## src/hw/rtl/mshd_pkg.sv

```systemverilog
package mshd_pkg;

	// Result kinds
	localparam logic [3:0] KIND_NIL   = 4'd0;
	localparam logic [3:0] KIND_BOOL  = 4'd1;
	localparam logic [3:0] KIND_UINT  = 4'd2;
	localparam logic [3:0] KIND_SINT  = 4'd3;
	localparam logic [3:0] KIND_F32   = 4'd4;
	localparam logic [3:0] KIND_F64   = 4'd5;
	localparam logic [3:0] KIND_MAP   = 4'd6;
	localparam logic [3:0] KIND_ARRAY = 4'd7;
	localparam logic [3:0] KIND_UNSUP = 4'd8;

	// Header codes
	localparam logic [7:0] HDR_NIL     = 8'hc0;
	localparam logic [7:0] HDR_FALSE   = 8'hc2;
	localparam logic [7:0] HDR_TRUE    = 8'hc3;
	localparam logic [7:0] HDR_F32     = 8'hca;
	localparam logic [7:0] HDR_F64     = 8'hcb;
	localparam logic [7:0] HDR_UINT8   = 8'hcc;
	localparam logic [7:0] HDR_UINT16  = 8'hcd;
	localparam logic [7:0] HDR_UINT32  = 8'hce;
	localparam logic [7:0] HDR_UINT64  = 8'hcf;
	localparam logic [7:0] HDR_INT8    = 8'hd0;
	localparam logic [7:0] HDR_INT16   = 8'hd1;
	localparam logic [7:0] HDR_INT32   = 8'hd2;
	localparam logic [7:0] HDR_INT64   = 8'hd3;
	localparam logic [7:0] HDR_ARRAY16 = 8'hdc;
	localparam logic [7:0] HDR_ARRAY32 = 8'hdd;
	localparam logic [7:0] HDR_MAP16   = 8'hde;
	localparam logic [7:0] HDR_MAP32   = 8'hdf;

	// Payload lengths in bytes
	localparam logic [3:0] LEN_1 = 4'd1;
	localparam logic [3:0] LEN_2 = 4'd2;
	localparam logic [3:0] LEN_4 = 4'd4;
	localparam logic [3:0] LEN_8 = 4'd8;

	// What the classifier makes of one header byte
	typedef struct packed {
		logic        emit;
		logic        start;
		logic [3:0]  kind;
		logic [63:0] value;
		logic [3:0]  len;
		logic        sext;
	} hdr_t;

	// One result, qualified by fire
	typedef struct packed {
		logic        fire;
		logic [3:0]  kind;
		logic [63:0] value;
	} res_t;

endpackage

```

## src/hw/rtl/mshd_classify.sv

```systemverilog
module mshd_classify
	import mshd_pkg::*;
(
	input  logic [7:0] hdr_byte,
	output hdr_t       hdr
);

	always_comb begin
		hdr = '{emit: 1'b1, start: 1'b0, kind: KIND_UNSUP,
			value: {56'd0, hdr_byte}, len: LEN_1, sext: 1'b0};
		case (hdr_byte) inside
			[8'h00:8'h7f]: begin
				hdr.kind = KIND_UINT;
			end
			[8'h80:8'h8f]: begin
				hdr.kind  = KIND_MAP;
				hdr.value = {60'd0, hdr_byte[3:0]};
			end
			[8'h90:8'h9f]: begin
				hdr.kind  = KIND_ARRAY;
				hdr.value = {60'd0, hdr_byte[3:0]};
			end
			[8'he0:8'hff]: begin
				hdr.kind  = KIND_SINT;
				hdr.value = {{56{1'b1}}, hdr_byte};
			end
			HDR_NIL: begin
				hdr.kind  = KIND_NIL;
				hdr.value = 64'd0;
			end
			HDR_FALSE, HDR_TRUE: begin
				hdr.kind  = KIND_BOOL;
				hdr.value = {63'd0, hdr_byte[0]};
			end
			HDR_F32: begin
				hdr = '{emit: 1'b0, start: 1'b1, kind: KIND_F32,
					value: 64'd0, len: LEN_4, sext: 1'b0};
			end
			HDR_F64: begin
				hdr = '{emit: 1'b0, start: 1'b1, kind: KIND_F64,
					value: 64'd0, len: LEN_8, sext: 1'b0};
			end
			HDR_UINT8, HDR_UINT16, HDR_UINT32, HDR_UINT64,
			HDR_INT8, HDR_INT16, HDR_INT32, HDR_INT64: begin
				hdr.emit  = 1'b0;
				hdr.start = 1'b1;
				hdr.value = 64'd0;
				hdr.sext  = hdr_byte[4];
				hdr.kind  = hdr_byte[4] ? KIND_SINT : KIND_UINT;
				case (hdr_byte[1:0])
					2'd0:    hdr.len = LEN_1;
					2'd1:    hdr.len = LEN_2;
					2'd2:    hdr.len = LEN_4;
					default: hdr.len = LEN_8;
				endcase
			end
			HDR_ARRAY16, HDR_ARRAY32, HDR_MAP16, HDR_MAP32: begin
				hdr.emit  = 1'b0;
				hdr.start = 1'b1;
				hdr.value = 64'd0;
				hdr.kind  = hdr_byte[1] ? KIND_MAP : KIND_ARRAY;
				hdr.len   = hdr_byte[0] ? LEN_4 : LEN_2;
			end
			default: begin
				hdr.kind = KIND_UNSUP;
			end
		endcase
	end

endmodule

```

## src/hw/rtl/mshd_collect.sv

```systemverilog
module mshd_collect
	import mshd_pkg::*;
(
	input  logic       clk,
	input  logic       arst_n,
	input  logic       consume,
	input  logic [7:0] byte_s1,
	input  hdr_t       hdr,
	output res_t       res
);

	logic        collecting_q;
	logic [3:0]  bytes_left_q;
	logic [3:0]  kind_q;
	logic        sext_q;
	logic [3:0]  len_q;
	logic [63:0] acc_q;

	logic [63:0] acc_next;
	logic [63:0] final_value;
	logic        last;

	assign acc_next = {acc_q[55:0], byte_s1};
	assign last     = (bytes_left_q <= 4'd1);

	always_comb begin
		final_value = acc_next;
		if (sext_q) begin
			case (len_q)
				LEN_1:   final_value = {{56{acc_next[7]}}, acc_next[7:0]};
				LEN_2:   final_value = {{48{acc_next[15]}}, acc_next[15:0]};
				LEN_4:   final_value = {{32{acc_next[31]}}, acc_next[31:0]};
				default: final_value = acc_next;
			endcase
		end
	end

	always_comb begin
		if (collecting_q) begin
			res.fire  = consume & last;
			res.kind  = kind_q;
			res.value = final_value;
		end else begin
			res.fire  = consume & hdr.emit;
			res.kind  = hdr.kind;
			res.value = hdr.value;
		end
	end

	always_ff @(posedge clk or negedge arst_n) begin
		if (!arst_n) begin
			collecting_q <= 1'b0;
			bytes_left_q <= 4'd0;
			kind_q       <= KIND_NIL;
			sext_q       <= 1'b0;
			len_q        <= 4'd0;
			acc_q        <= 64'd0;
		end else if (consume) begin
			if (!collecting_q) begin
				if (hdr.start) begin
					collecting_q <= 1'b1;
					bytes_left_q <= hdr.len;
					kind_q       <= hdr.kind;
					sext_q       <= hdr.sext;
					len_q        <= hdr.len;
					acc_q        <= 64'd0;
				end
			end else begin
				acc_q <= acc_next;
				if (bytes_left_q != 4'd0) begin
					bytes_left_q <= bytes_left_q - 4'd1;
				end
				if (last) begin
					collecting_q <= 1'b0;
				end
			end
		end
	end

endmodule

```

## src/hw/rtl/msgpack_scalar_header_decoder.sv

```systemverilog
// Channel  Direction  Handshake            Word
// input    in         in_valid / in_ready  data_byte, one stream byte
// output   out        out_valid/out_ready  item_kind, item_value
//
// One byte is taken per cycle when the output side keeps up; the byte that
// completes an item passes through the input register, then the result
// register, before its result appears. A single input register lets one
// byte be taken while a result waits. Reset returns the decoder to awaiting
// a header and empties both registers.
module msgpack_scalar_header_decoder
	import mshd_pkg::*;
(
	input  logic        clk,
	input  logic        arst_n,
	input  logic        in_valid,
	output logic        in_ready,
	input  logic [7:0]  data_byte,
	output logic        out_valid,
	input  logic        out_ready,
	output logic [3:0]  item_kind,
	output logic [63:0] item_value
);

	logic        valid_s1;
	logic [7:0]  byte_s1;
	logic        out_valid_q;
	logic [3:0]  kind_q;
	logic [63:0] value_q;
	logic        consume;
	hdr_t        hdr;
	res_t        res;

	// The decode step may only run when the result register is free or emptying.
	assign consume  = valid_s1 & (~out_valid_q | out_ready);
	assign in_ready = ~valid_s1 | consume;

	always_ff @(posedge clk or negedge arst_n) begin
		if (!arst_n) begin
			valid_s1 <= 1'b0;
		end else if (in_valid && in_ready) begin
			valid_s1 <= 1'b1;
		end else if (consume) begin
			valid_s1 <= 1'b0;
		end
	end

	always_ff @(posedge clk) begin
		if (in_valid && in_ready) begin
			byte_s1 <= data_byte;
		end
	end

	mshd_classify u_classify (
		.hdr_byte (byte_s1),
		.hdr      (hdr)
	);

	mshd_collect u_collect (
		.clk     (clk),
		.arst_n  (arst_n),
		.consume (consume),
		.byte_s1 (byte_s1),
		.hdr     (hdr),
		.res     (res)
	);

	always_ff @(posedge clk or negedge arst_n) begin
		if (!arst_n) begin
			out_valid_q <= 1'b0;
		end else if (consume) begin
			out_valid_q <= res.fire;
		end else if (out_ready) begin
			out_valid_q <= 1'b0;
		end
	end

	always_ff @(posedge clk) begin
		if (res.fire) begin
			kind_q  <= res.kind;
			value_q <= res.value;
		end
	end

	assign out_valid  = out_valid_q;
	assign item_kind  = kind_q;
	assign item_value = value_q;

endmodule

```

## config.mk

```make
export PLATFORM = sky130hd
export DESIGN_NAME = msgpack_scalar_header_decoder
export DESIGN_NICKNAME = d
export VERILOG_FILES = /design/src/hw/rtl/mshd_pkg.sv /design/src/hw/rtl/mshd_classify.sv /design/src/hw/rtl/mshd_collect.sv /design/src/hw/rtl/msgpack_scalar_header_decoder.sv
export SDC_FILE = /design/constraint.sdc
export NUM_CORES = 1
export LEC_CHECK = 0
export ABC_AREA = 1
export BUFFER_PORTS_ARGS = -buffer_cell sky130_fd_sc_hd__buf_4
export CAP_MARGIN = 20
export CORE_MARGIN = 1.5
export CORE_UTILIZATION = 30
export CTS_CLUSTER_DIAMETER = 60
export CTS_CLUSTER_SIZE = 12
export DETAILED_ROUTE_END_ITERATION = 8
export PLACE_DENSITY = 0.43
export SYNTH_ARGS = -nofsm -noshare
export SYNTH_HDL_FRONTEND = slang
export SYNTH_SLANG_ARGS = --single-unit
```

## constraint.sdc

```tcl
create_clock -name clk -period 3.2 [get_ports clk]
set_input_delay 0.64 -clock clk [delete_from_list [all_inputs] [get_ports clk]]
set_output_delay 0.64 -clock clk [all_outputs]
set_load 0.01 [all_outputs]
```

Word-level counts from Yosys, hierarchy flattened. Index checks and enable logic that the tools add are counted.

Equality and inequality tests: 23. Reduce and logical (&&, ||, !) cells: 16. $lt $le $gt $ge: 9. Muxes and demuxes: 68. Add/subtract/negate cells: 1. Bitwise logic cells: 8.

Operators with widths (count): 2-to-1 mux 64 bit (10); case mux 64 bit (3 select lines) (1); == test 8 bit (second input constant) (17); 2-to-1 mux 56 bit (2); 2-to-1 mux 4 bit (23); 2-to-1 mux 69 bit (1); greater-or-equal comparator 8 bit (second input constant) (3); less-or-equal comparator 8 bit (second input constant) (3); 2-to-1 mux 2 bit (10); 2-to-1 mux 1 bit (18); case mux 4 bit (3 select lines) (1); greater-or-equal comparator 8 x 1 -> 1 bit (second input constant) (1); less-or-equal comparator 8 x 7 -> 1 bit (second input constant) (1); 2-to-1 mux 8 bit (1); OR reduction 8 bit (1); AND reduction 3 bit (2); nonzero test 2 bit (3); logical AND 1 bit (5); == test 4 x 1 -> 1 bit (second input constant) (1); == test 4 x 2 -> 1 bit (second input constant) (1); == test 4 x 3 -> 1 bit (second input constant) (1); less-or-equal comparator 4 x 1 -> 1 bit (second input constant) (1); nonzero test 4 bit (1); OR reduction 4 bit (1); other kinds (11) (16).

Logic and storage cells: 136. Output and inout port bits: 70. Register bits after elaboration: 148.

Logic depth before layout (Yosys ltp).
Depth after elaboration: 15. Gate-level depth with buffers: 12. Depth with buffers taken out: 10.

Hierarchy. From an unflattened synthesis, not the netlist that was laid out.

Cells, all modules: 769. Area total of the unflattened synthesis: 7175.6 sq um.

Modules (own cells, without submodules): mshd_collect (instances 1, cells each 544, area each 3961.3 sq um); msgpack_scalar_header_decoder (instances 1, cells each 88, area each 2379.8 sq um); mshd_classify (instances 1, cells each 137, area each 834.6 sq um).

Worst setup path before layout. OpenSTA, ideal clock, no wires.

Path kind: register to register. Start: reg byte_s1[6]. End: reg kind_q[0], in the netlist item_kind[0], enable pin. Cell stages (with the launch flop): 8. Data required time: 2.777 ns. Slack: 0.360 ns. Arrival: 2.418 ns. Clock period less this slack: 2.840 ns. Path buffers: 0. Path through: edfxtp_1 -> nand2_2 -> inv_2 -> nand3_1 -> nand3_2 -> nor2_2 -> o21ai_0 -> inv_1.

RTL lines: start: declaration (line msgpack_scalar_header_decoder.sv:25) `logic [7:0] byte_s1;`; start signal: assignment (line msgpack_scalar_header_decoder.sv:49) `byte_s1 <= data_byte;`; end signal: assignment (line msgpack_scalar_header_decoder.sv:79) `kind_q <= res.kind;`; end: declaration (line msgpack_scalar_header_decoder.sv:27) `logic [3:0] kind_q;`.

==> metrics.yaml <==
global_routing:
  grt_use_total_pct: 14.5
  grt_start_max_net_pins: 94
  antenna_found_initial: 0
  global_route_wire_length_before_repair_mm: 24.8
  first_global_vias: 4735
  globalRoute.totalOverflow: 0
timing:
  max_freq_mhz: 448
  finalSetupViolations: 0
  relSlewSlack_pct: 36.4
  hold_ws_ps: 349
  final_hold_viols: 0
  worst_pin_slew_ps: 954
  finalWorstPathRequiredPeriod_ps: 2230
  grt_setup_unrepaired: "no"
  setup_tns_ps: 0
  clock-skew-final_ps: 10.1
  maxSlewViolCount: 0
  final.period_utilization_pct: 69.8
final_layout:
  num-nets-final: 739
  fillerInstances: 2146
  antennaDiodeCount: 0
  final_core_utilization_pct: 37.3
  area_growth_pct: 22.5
  drive_above_1_share_pct: 18.0
clock_tree:
  clk_transition_reported_paths_ps: 60
  clock_latency_on_the_worst_skew_pair_ps: 430
  numClockSinks: 148
  cts.repair_timing.setup_buffer_count: 0
  cts-root-to-sink-buffers: 2
  cts_max_level: 4
  cts_hold_repair.buffers: 0
  cts_tree: "built"
  post_cts.resized_instances: 0
  cts-root-buf: "sky130_fd_sc_hd__clkbuf_16"
  cts_inserted_buffers: 17
run:
  drv.max_cap_violation_count: 0
placement:
  place_hpwl_mm: 9.86
  io_buffers: 81
  global_placement_routability_congestion: 0.852
routing:
  iteration_0_drc_markers: 297
  drt.antenna.violating_nets: 0
  route.detailed.wl_per_inst_um: 15.0
  drt_drc_violations_left: 0
  drt_wl_total_mm: 15.2
  routed-via-count: 4804
  drt-pass1-iter-count: 5
  via_per_inst: 4.74
setup_path:
  critPathSlowestCell: "sky130_fd_sc_hd__buf_4"
  cp.required_ps: 3260
  cp_data_arrival_time_ps: 2290
  worst_setup_path_end_kind: "flop"
  critPathKind: "reg -> reg"
  start_kind: "flop"
  crit_fanout: 46
  slowest_delay_ps: 480
  crit_path_cell_trace: "nand2_2, inv_2, nand3_2, nand3_2, nor2_2, o21ai_0, inv_2, buf_4"
yosys:
  synth_nets: 673
  synth.ff_latch_count: 148
  synthesis.instances: 659
  synth_top_area_share_pct: 35.7
  yosysTopAreaCell: "sky130_fd_sc_hd__edfxtp_1"
  largest_cells_by_area_after_synthesis: "sky130_fd_sc_hd__edfxtp_1 36%, sky130_fd_sc_hd__dfrtp_1 28%, sky130_fd_sc_hd__nand3_1 14%"
  synth.avg_cell_area_um2: 9.70
  yosys.cell_types.count: 27
  synth-warning-count: 0
  post_synth_instance_area_um2: 6390
  yosysSeqAreaShare_pct: 63.9
power:
  p_int_mw: 5.04
  clockPowerShare_pct: 27.2
  seqPwrFrac_pct: 43.8
  power_per_cell_area_nw_per_um2: 975
  power.ir.vdd_worst_uv: 412
  leakage_nw: 3.73
  switching_share_pct: 34.0
  net_switching_component_of_the_power_mw: 2.60
  combPwrFrac_pct: 28.9
floorplanning:
  dieHeight_um: 149
  row_count: 53
  initial_core_util_pct: 30.5
  die-area_um2: 22200
  top_level_ports: 82
  die-width_um: 149
  core_area_um2: 21000
min_path:
  holdCritPathClass: "in -> async"
status:
  status: "finished clean"
==> through the flow <==
| step | total power [mW] | std cells | instance area, um^2 | worst slack (ps) |
|---|---|---|---|---|
| 2_1_floorplan | 4.67 | 659 | 6390 | 360 |
| 3_3_place_gp | 5.63 | 981 | 7210 | 1030 |
| 3_5_place_dp | 5.65 | 981 | 7210 | 955 |
| 4_1_cts | 7.76 | 1013 | 7830 | 934 |
| 5_1_grt | 8.16 | 1013 | 7830 | 739 |
| 6_report | 7.63 | 1013 | 7830 | 966 |
==> power by group through the flow <==
| stage | Combinational, mW | Clock [mW] | Sequential, mW |
|---|---|---|---|
| global route | 2.50 | 2.22 | 3.44 |
| detailed placement | 2.25 | 0 | 3.39 |
| CTS | 2.26 | 2.14 | 3.36 |
| global placement | 2.24 | 0 | 3.38 |
| finish | 2.21 | 2.08 | 3.35 |
| floorplan | 1.27 | 0 | 3.39 |
==> critical path, delay by kind of cell, from the launching register on <==
family          cells  cell delay [ps]
compound gates      1              160
buf+inv             3              630
flops               1              450
simple gates        4              560
==> per-layer routing <==
| layer | global-route usage [%] | up-vias | part of all wire [%] |
|---|---|---|---|
| li1 | - | 2362 | - |
| met2 | 23.1 | 116 | 46 |
| met5 | 0 | - | 0 |
| met3 | 3.24 | 26 | 3.9 |
| met4 | 6.24 | 0 | 2.4 |
| met1 | 18.9 | 2300 | 48 |
==> sequential cells by signal, summed over array words and instances, names as in the netlist <==
signal                  flops
u_collect.acc_q            56
item_value                 64
u_collect.bytes_left_q      4
u_collect.sext_q            1
item_kind                   4
u_collect.kind_q            4
valid_s1                    1
out_valid                   1
byte_s1                     8
u_collect.len_q             4
u_collect.collecting_q      1
==> layout by cell type (no fill, tap or decap), types with 2 or more instances in the layout <==
cell                         count
sky130_fd_sc_hd__nand2_1       186
sky130_fd_sc_hd__nand3_1       173
sky130_fd_sc_hd__buf_4          88
sky130_fd_sc_hd__edfxtp_1       76
sky130_fd_sc_hd__dfrtp_1        71
sky130_fd_sc_hd__inv_1          31
sky130_fd_sc_hd__nor2_1         24
sky130_fd_sc_hd__o21ai_0        20
sky130_fd_sc_hd__clkbuf_16      17
sky130_fd_sc_hd__a21oi_1         7
sky130_fd_sc_hd__inv_2           4
sky130_fd_sc_hd__nand4_1         4
sky130_fd_sc_hd__bufinv_16       4
sky130_fd_sc_hd__clkinvlp_4      4
sky130_fd_sc_hd__nor2_2          3
sky130_fd_sc_hd__nand3_2         3
sky130_fd_sc_hd__o21ai_1         3
sky130_fd_sc_hd__clkinv_2        3
sky130_fd_sc_hd__clkinv_1        2
sky130_fd_sc_hd__ha_1            2
sky130_fd_sc_hd__clkinv_4        2
==> synthesized netlist by cell type, drive strengths merged <==
library cell and count:
a21o 1, a21oi 7, a22oi 1, buf 20, clkbuf 22, clkinv 1
dfrtp 72, edfxtp 76, ha 2, inv 35, nand2 187, nand3 176
nand4 4, nor2 28, nor3 1, o211ai 1, o21ai 23, or2 1
xor2 1
==> final timing paths <==
| kind | start | slack [ps] | end | cells past startpoint |
|---|---|---|---|---|
| min in group clk | data_byte[0] | 390 | byte_s1[0]$_DFFE_PP_ | 1 |
| max in group asynchronous | arst_n | 2110 | u_collect.collecting_q$_DFFE_PN0P_ | 1 |
| min | arst_n | 350 | u_collect.acc_q[13]$_DFFE_PN0P_ | 1 |
| max | byte_s1[6]$_DFFE_PP_ | 970 | item_value[42]$_DFFE_PP_ | 8 |
| max reg2reg | byte_s1[6]$_DFFE_PP_ | 970 | item_value[42]$_DFFE_PP_ | 8 |
| min reg2reg | u_collect.acc_q[52]$_DFFE_PN0P_ | 470 | u_collect.acc_q[52]$_DFFE_PN0P_ | 2 |
==> cell families after synthesis <==
kind of cell | Yosys count | share of synthesized area [%]
and+or+nand+nor | 397 | 27.5
DFF | 148 | 63.9
buffers and inverters | 78 | 5.37
AOI/OAI and AO/OA | 33 | 2.70
adders and majority gates | 2 | 0.392
xor gates and xnor gates | 1 | 0.137
==> layout make-up <==
| class | instances | area (um^2) | share of cell area, % |
|---|---|---|---|
| Timing Repair Buffer | 89 | 681 | 8.70 |
| Multi-Input combinational cell | 433 | 1960 | 25.1 |
| Sequential cell | 148 | 4090 | 52.2 |
| Clock buffer | 18 | 429 | 5.48 |
| Clock inverter | 14 | 186 | 2.38 |
| Inverter | 36 | 135 | 1.73 |
| Tap cell | 275 | 344 | 4.40 |
No activity file was read; power rests on OpenSTA's default activity.
